File: src/rtl/scatr_pkg.sv
// ----------------------------------------------------------------------------
// scatr_pkg
// Shared types, codes and helpers for the smart-card ATR parser.
// ----------------------------------------------------------------------------
package scatr_pkg;

    typedef enum logic [2:0] {
        PH_T0     = 3'd0,
        PH_TD     = 3'd1,
        PH_TA_TD  = 3'd2,
        PH_END    = 3'd3,
        PH_TA_END = 3'd4,
        PH_DONE   = 3'd5
    } t_phase;

    typedef enum logic [1:0] {
        ST_CONT = 2'd0,
        ST_DONE = 2'd1,
        ST_ERR  = 2'd2
    } t_status;

    typedef struct packed {
        t_phase      phase;
        logic [4:0]  remaining;
        logic [3:0]  hist_count;
        logic [3:0]  cycle_index;
        logic        first_proto_valid;
        logic [3:0]  first_proto;
        logic [3:0]  highest_proto;
        logic        ta1_valid;
        logic [7:0]  ta1_byte;
        logic        ta2_valid;
        logic [7:0]  ta2_byte;
    } t_state;

    typedef struct packed {
        t_status     status;
        logic        proto_valid;
        logic [3:0]  proto;
        logic        speed_valid;
        logic [7:0]  speed;
    } t_result;

    localparam logic [4:0] REMAINING_INIT = 5'd2;
    localparam logic [3:0] CYCLE_MAX      = 4'd15;
    localparam logic [7:0] PRESENCE_MASK  = 8'hF0;
    localparam int         TD_BIT         = 7;
    localparam int         TA_BIT         = 4;
    localparam int         SPEED_HOLD_BIT = 4;

    localparam t_state STATE_INIT = '{
        phase:             PH_T0,
        remaining:         REMAINING_INIT,
        hist_count:        4'd0,
        cycle_index:       4'd0,
        first_proto_valid: 1'b0,
        first_proto:       4'd0,
        highest_proto:     4'd0,
        ta1_valid:         1'b0,
        ta1_byte:          8'd0,
        ta2_valid:         1'b0,
        ta2_byte:          8'd0
    };

    // Number of interface bytes announced by the presence nibble.
    function automatic logic [2:0] presence_count(input logic [7:0] b);
        logic [7:0] m;
        m = b & PRESENCE_MASK;
        presence_count = {2'b00, m[4]} + {2'b00, m[5]} + {2'b00, m[6]} + {2'b00, m[7]};
    endfunction

endpackage

File: src/rtl/scatr_step.sv
// ----------------------------------------------------------------------------
// scatr_step
// Next-state and result logic for one ATR byte or restart transfer.
// ----------------------------------------------------------------------------
module scatr_step import scatr_pkg::*; (
    input  t_state     i_state,
    input  logic       i_kind,
    input  logic [7:0] i_data_byte,
    output t_state     o_state,
    output t_result    o_result
);

    t_state     s;
    t_status    st;
    logic [4:0] n;
    logic [7:0] b;
    logic       sv;

    assign b = i_data_byte;

    always_comb begin
        s  = i_state;
        st = ST_CONT;
        n  = 5'd0;
        if (i_kind) begin
            s = STATE_INIT;
        end else if (i_state.phase == PH_DONE || i_state.phase > PH_DONE) begin
            st = ST_ERR;
        end else begin
            s.remaining = i_state.remaining - 5'd1;
            if (i_state.phase == PH_TA_TD || i_state.phase == PH_TA_END) begin
                // TA capture uses the cycle number before any TD of this byte.
                if (i_state.cycle_index == 4'd1) begin
                    s.ta1_byte  = b;
                    s.ta1_valid = 1'b1;
                end else if (i_state.cycle_index == 4'd2) begin
                    s.ta2_byte  = b;
                    s.ta2_valid = 1'b1;
                end
                s.phase = (i_state.phase == PH_TA_TD) ? PH_TD : PH_END;
            end
            if (s.remaining == 5'd0) begin
                if (s.phase == PH_T0 || s.phase == PH_TD) begin
                    if (s.phase == PH_T0) begin
                        s.hist_count  = b[3:0];
                        s.cycle_index = 4'd1;
                    end else begin
                        if (s.cycle_index < CYCLE_MAX) begin
                            s.cycle_index = s.cycle_index + 4'd1;
                        end
                        if (!s.first_proto_valid) begin
                            s.first_proto_valid = 1'b1;
                            s.first_proto       = b[3:0];
                        end
                        if (b[3:0] > s.highest_proto) begin
                            s.highest_proto = b[3:0];
                        end
                    end
                    // Follow the presence bits to the next decision point.
                    n = {2'b00, presence_count(b)};
                    if (b[TD_BIT]) begin
                        s.phase = b[TA_BIT] ? PH_TA_TD : PH_TD;
                    end else begin
                        n = n + {1'b0, s.hist_count}
                              + {4'd0, (s.highest_proto != 4'd0)};
                        s.phase = b[TA_BIT] ? PH_TA_END : PH_END;
                    end
                    s.remaining = n;
                    if (n == 5'd0) begin
                        s.phase = PH_DONE;
                        st      = ST_DONE;
                    end
                end else begin
                    s.phase = PH_DONE;
                    st      = ST_DONE;
                end
            end
        end
    end

    assign sv = s.ta1_valid && s.ta2_valid && !s.ta2_byte[SPEED_HOLD_BIT];

    assign o_state              = s;
    assign o_result.status      = st;
    assign o_result.proto_valid = s.first_proto_valid;
    assign o_result.proto       = s.first_proto_valid ? s.first_proto : 4'd0;
    assign o_result.speed_valid = sv;
    assign o_result.speed       = sv ? s.ta1_byte : 8'd0;

endmodule

File: src/rtl/smartcard_atr_parser.sv
// ----------------------------------------------------------------------------
// smartcard_atr_parser
// Parses an answer-to-reset one byte per transfer and reports status, the
// first proposed protocol and the proposed speed byte.
// ----------------------------------------------------------------------------
// Result path: the input transfer is captured in the input register, then
// the result register is written together with the parser state.
// Throughput: one transfer per cycle while the output is not stalled.
// Reset: synchronous, active low; clears both stages and returns the parser
// to waiting for T0, as a restart transfer does.
module smartcard_atr_parser import scatr_pkg::*; (
    input  logic       i_clk,
    input  logic       i_rst_n,
    input  logic       i_in_valid,
    output logic       o_in_stall,
    input  logic       i_kind,
    input  logic [7:0] i_data_byte,
    output logic       o_out_valid,
    input  logic       i_out_stall,
    output logic [1:0] o_status,
    output logic       o_proto_valid,
    output logic [3:0] o_proto,
    output logic       o_speed_valid,
    output logic [7:0] o_speed
);

    logic       r_in_valid;
    logic       r_kind;
    logic [7:0] r_data_byte;
    logic       r_out_valid;
    t_result    r_result;
    t_state     r_state;

    t_state     n_state;
    t_result    n_result;
    logic       advance;
    logic       in_take;

    assign advance    = r_in_valid && (!r_out_valid || !i_out_stall);
    assign o_in_stall = r_in_valid && !advance;
    assign in_take    = i_in_valid && !o_in_stall;

    scatr_step u_step (
        .i_state     (r_state),
        .i_kind      (r_kind),
        .i_data_byte (r_data_byte),
        .o_state     (n_state),
        .o_result    (n_result)
    );

    always_ff @(posedge i_clk) begin
        if (!i_rst_n) begin
            r_in_valid  <= 1'b0;
            r_out_valid <= 1'b0;
            r_state     <= STATE_INIT;
        end else begin
            if (in_take) begin
                r_in_valid <= 1'b1;
            end else if (advance) begin
                r_in_valid <= 1'b0;
            end
            if (advance) begin
                r_out_valid <= 1'b1;
                r_state     <= n_state;
            end else if (!i_out_stall) begin
                r_out_valid <= 1'b0;
            end
        end
    end

    always_ff @(posedge i_clk) begin
        if (in_take) begin
            r_kind      <= i_kind;
            r_data_byte <= i_data_byte;
        end
        if (advance) begin
            r_result <= n_result;
        end
    end

    assign o_out_valid   = r_out_valid;
    assign o_status      = r_result.status;
    assign o_proto_valid = r_result.proto_valid;
    assign o_proto       = r_result.proto;
    assign o_speed_valid = r_result.speed_valid;
    assign o_speed       = r_result.speed;

endmodule

File: config.mk
export PLATFORM = sky130hd
export DESIGN_NAME = smartcard_atr_parser
export DESIGN_NICKNAME = d
export VERILOG_FILES = /design/src/rtl/scatr_pkg.sv /design/src/rtl/scatr_step.sv /design/src/rtl/smartcard_atr_parser.sv
export SDC_FILE = /design/constraint.sdc
export NUM_CORES = 1
export LEC_CHECK = 0
export BUFFER_PORTS_ARGS = -buffer_cell sky130_fd_sc_hd__clkbuf_2
export CAP_MARGIN = 30
export CELL_PAD_IN_SITES_DETAIL_PLACEMENT = 0
export CELL_PAD_IN_SITES_GLOBAL_PLACEMENT = 1
export CORE_UTILIZATION = 42
export DETAILED_ROUTE_END_ITERATION = 10
export PLACE_DENSITY = 0.85
export SLEW_MARGIN = 20
export SYNTH_ARGS = -nofsm -noshare
export SYNTH_HDL_FRONTEND = slang
export SYNTH_HIERARCHICAL = 1
export SYNTH_SLANG_ARGS = --single-unit
File: constraint.sdc
create_clock -name i_clk -period 3.3 [get_ports i_clk]
set_clock_uncertainty 0.05 [all_clocks]
set_input_delay 0.66 -clock i_clk [delete_from_list [all_inputs] [get_ports i_clk]]
set_output_delay 0.66 -clock i_clk [all_outputs]
set_load 0.02 [all_outputs]
; Word level (Yosys, flattened, before mapping)
; Index checks and enable logic that the tools add are counted.
[classes]
add_sub_neg = 7
n_reduce_logical = 26
bitwise_logic = 1
magnitude_cmp = 3
n_mux = 44
n_eq_ne = 8
[ops]
columns = operator, n
row1 = $mux W43, 2
row2 = $mux W9, 8
row3 = $mux W4, 9
row4 = $mux W25, 1
row5 = $mux W5, 5
row6 = $mux W22, 1
row7 = $mux W3, 7
row8 = $mux W18, 1
row9 = $logic_not A5 Y1, 2
row10 = $mux W2, 4
row11 = $add A3 B1 Y3, 2
row12 = $eq A3 B3 Y1 const B, 2
row13 = $mux W1, 6
row14 = $reduce_bool A2 Y1, 3
row15 = $add A3 B4 Y5, 1
row16 = $add A5 B1 Y5, 1
row17 = $logic_and A1 B1 Y1, 5
row18 = $logic_not A1 Y1, 5
row19 = $reduce_and A5 Y1, 1
row20 = $sub A5 B1 Y5 const B, 1
row21 = $add A4 B1 Y4 const B, 1
row22 = $eq A4 B1 Y1 const B, 1
row23 = $eq A4 B2 Y1 const B, 1
row24 = $gt A4 B4 Y1, 1
row25 = 15 further kinds, 18
[totals]
out_inout_bits = 18
inputBits = 13
regBits = 63

; Longest topological paths before layout
[depth]
depth_word = 26
depth_mapped = 19

; Hierarchy
; Netlist, hierarchy kept.
[modules_own_cells]
columns = mod, instances, area_each_um2, cells_each
row1 = smartcard_atr_parser, 1, 2597.5, 220
row2 = scatr_step, 1, 1632.8, 249

; Worst setup path before layout
; No wires, ideal clock.
[synth_timing]
kind = reg2reg
start = register r_data_byte[1]
end = register r_state[42] (netlist bit)
synth_period_minus_slack_ns = 3.563
n_path_buf = 0
path_slack_ns = -0.263
path_stages_with_launch = 18
arrival_ns = 3.441
path_cell_list = edfxtp_1 > ha_1 > nor2b_1 > o21a_1 > o21a_1 > o21ai_0 > nand2_1 > o21ai_0 > fa_1 > inv_1 > fa_1 > xnor2_1 > nor2_1 > a21oi_1 > o2111ai_2 > a221oi_1 > nand2_1 > mux2i_1
[synth_lines]
columns = item, line_no
row1 = from (decl), smartcard_atr_parser.sv:29  ; logic [7:0] r_data_byte;
row2 = from (signal assigned), smartcard_atr_parser.sv:74  ; r_data_byte <= i_data_byte;
row3 = to (signal assigned), smartcard_atr_parser.sv:64  ; r_state <= n_state;
row4 = to (decl), smartcard_atr_parser.sv:32  ; t_state r_state;

==> summary.md <==
| Metric | Value |
|---|---|
| CP bufs+invs | 1 |
| Hold Startpoint | r_state[13] |
| Hold Path Sink | r_state[13] |
| DR vias | 3147 |
| Path depth of the worst reg2reg path | 18 |
| Worst EP required | 3460 ps |
| Outcome | finished with violations |
| Leakage | 1.67 nW |
| Critical path startpoint category | flip-flop |
| Core area | 0.00881 mm² |
| Worst Hold Depth | 2 |
| CTS sink cnt | 63 |
| Syn Std Cell Area | 0.00387 mm² |
| CTS tree | built |
| Vias in the first global route | 3115 |
| HPWL after DPL | 5.93 mm |
| Min Hold Slack | 410 ps |
| CP top delay family | compound AO/OA/AOI/OAI gates |
| Root Buffer | clkbuf_8 |
| Max clock buf depth | 2 |
| Cells after Synth | 425 |
| Design area | 0.00445 mm² |
| Crit path capture type | flip-flop |
| Avg Cell Area, Syn | 9.11 µm² |
| Routability Congestion | 0.809 |
| Crit. Startpoint | r_data_byte[1] |
| Highest Clock Rate | 295 MHz |
| Starting Density | 44.0% |
| Vert. Die Dim | 98.0 µm |
| Worst setup margin | -91.7 ps |
| Critical path's slowest cell | edfxtp_1 |
| Drt pass-1 iters | 7 |
| Clk slew on worst S/H paths | 80 ps |
| Utilization after layout | 50.6% |
| VDD IR max | 270 µV |
| Final worst-path cycle share | 103% |
| WL/cell | 15.3 µm |
| WL final | 8.75 mm |
| Port Buffers | 30 |
| Worst r2r src | r_data_byte[1] |
| Layout Cells excl Fill | 574 |
| H-tree depth | 3 |
| RSZ-0062 raised after global routing | true |
| Grt total ovfl | 0 |
| Fraction of layout cells with a size suffix above 1 | 22.1% |
| Slew HR | 51.5% |
| Max-cap viol count | 0 |
| Hold Crit Class | reg -> reg |
| Worst path cell trace | ha_4 > nor2b_4 > o21a_1 > o21a_1 > o21ai_2 > nand2_1 > o21ai_2 > fa_2 > inv_2 > fa_2 > xnor2_2 > nor2_2 > a21oi_2 > o2111ai_4 > nand3_1 > a311oi_2 > nand2_1 > mux2i_1 |
| Final #Nets | 491 |
| First-pass GRT wire length | 14.7 mm |
| Tot GR Track Use | 19.3% |
| Initial antenna violation count | 0 |
| Io pins | 31 |
| DR vias/cell | 5.48 |
| Routed Antenna Nets | 0 |
| Setup-failing EPs final | 4 |
| Critical Path Max Stage Delay | 430 ps |
| Dpl cells | 554 |
| FF-to-FF End | r_state[41] |
| Crit path max fanout | 4 |
| Syn Nets | 455 |
| Area delta synth->final | 15.0% |
| Core Rows | 34 |
| Ant. Diodes | 0 |
| Initial DRC count | 156 |
| # DRC | 4 |
| Cts bufs inserted | 9 |
| Max-slew violation count | 0 |
| Failing checks | DRC, setup timing |
| Pin count of the biggest net entering global routing | 62 |
| Critical path type | reg -> reg |
| Min cycle time layout | 3390 ps |
| Fillers | 802 |
| PwrDens | 392 mW/mm² |
| Data arrival, critical path | 3550 ps |
| Post-place setup slack | -74.7 ps |
| Worst-Skew Late Latency | 350 ps |
| Area post-placement | 0.00415 mm² |
| Slew @ Worst Pin | 725 ps |
| R2R setup slack | -90 ps |
| Area of the die | 0.00961 mm² |
| Die X | 98.0 µm |
| Ys Warns | 6 |
| Final Hold Viols | 0 |
==> layer usage <==
metal	global-route usage, %	vias to the layer above	part of all wire (%)	wire (µm)
met3	5.58	6	4.5	392
met5	0	-	0	0
li1	-	1560	-	-
met4	5.83	0	0.83	73
met2	31.7	66	49	4280
met1	24.5	1515	46	4010
==> state kept, by name, indices dropped and copies added (netlist names) <==
| register | count |
|---|---|
| r_state | 36 |
| o_speed | 8 |
| r_data_byte | 8 |
| o_proto | 4 |
| o_status | 2 |
| o_out_valid | 1 |
| o_proto_valid | 1 |
| o_speed_valid | 1 |
| r_in_valid | 1 |
| r_kind | 1 |
==> worst max path at each step <==
stage	depth (start not counted)	end
after CTS	17	r_state[40]
final	18	r_state[41]
after global placement	17	r_state[42]
after detailed placement	17	r_state[40]
after floorplan	17	r_state[42]
after global routing	17	r_state[40]
==> tightest hold or removal path, stage by stage (launching register included) <==
cell and delay, ps:
dfxtp_1 320, nand2_1 50, mux2i_1 50
==> cell usage in the layout, fill, tap and decap left out, drive strengths merged, types with 5 or more instances in the layout <==
cell type,n
nand2,89
mux2i,49
clkbuf,39
dfxtp,38
nor2,35
buf,29
edfxtp,25
a21oi,20
inv,16
o21ai,16
nor3,15
ha,14
a22oi,5
nor2b,5
o2111ai,5
==> what timing repair did <==
action                                 4_1_cts  5_1_grt
hold buffers                                 0        0
setup endpoints to repair                    5        8
pin swaps                                    6        5
buffers inserted                             1        3
resized for setup                            4       12
endpoints found under the hold margin        0        0
==> cell type report <==
type | count | area, µm² | share of cell area, %
Timing Repair Buffer | 59 | 380 | 8.54
Clock buffer | 9 | 124 | 2.78
Tap cell | 108 | 135 | 3.03
Clock inverter | 7 | 72.6 | 1.63
Sequential cell | 63 | 1510 | 33.9
Multi-Input combinational cell | 313 | 2170 | 48.8
Inverter | 15 | 56.3 | 1.26
==> report_power, final <==
group          internal, mW  leakage (nW)  switching [mW]
Combinational        0.0905          1.03           0.137
Sequential            0.826         0.545          0.0156
Clock                 0.350        0.0956           0.326
Total                  1.27          1.67           0.479
==> stage by stage <==
step / setup TNS [ps] / power, mW
final: -309 / 1.74
after global routing: -1190 / 1.82
after CTS: -36.1 / 1.74
after detailed placement: -222 / 1.06
after global placement: 0 / 1.06
after floorplan: 0 / 1.01
Power figures use the tool's default switching activity.
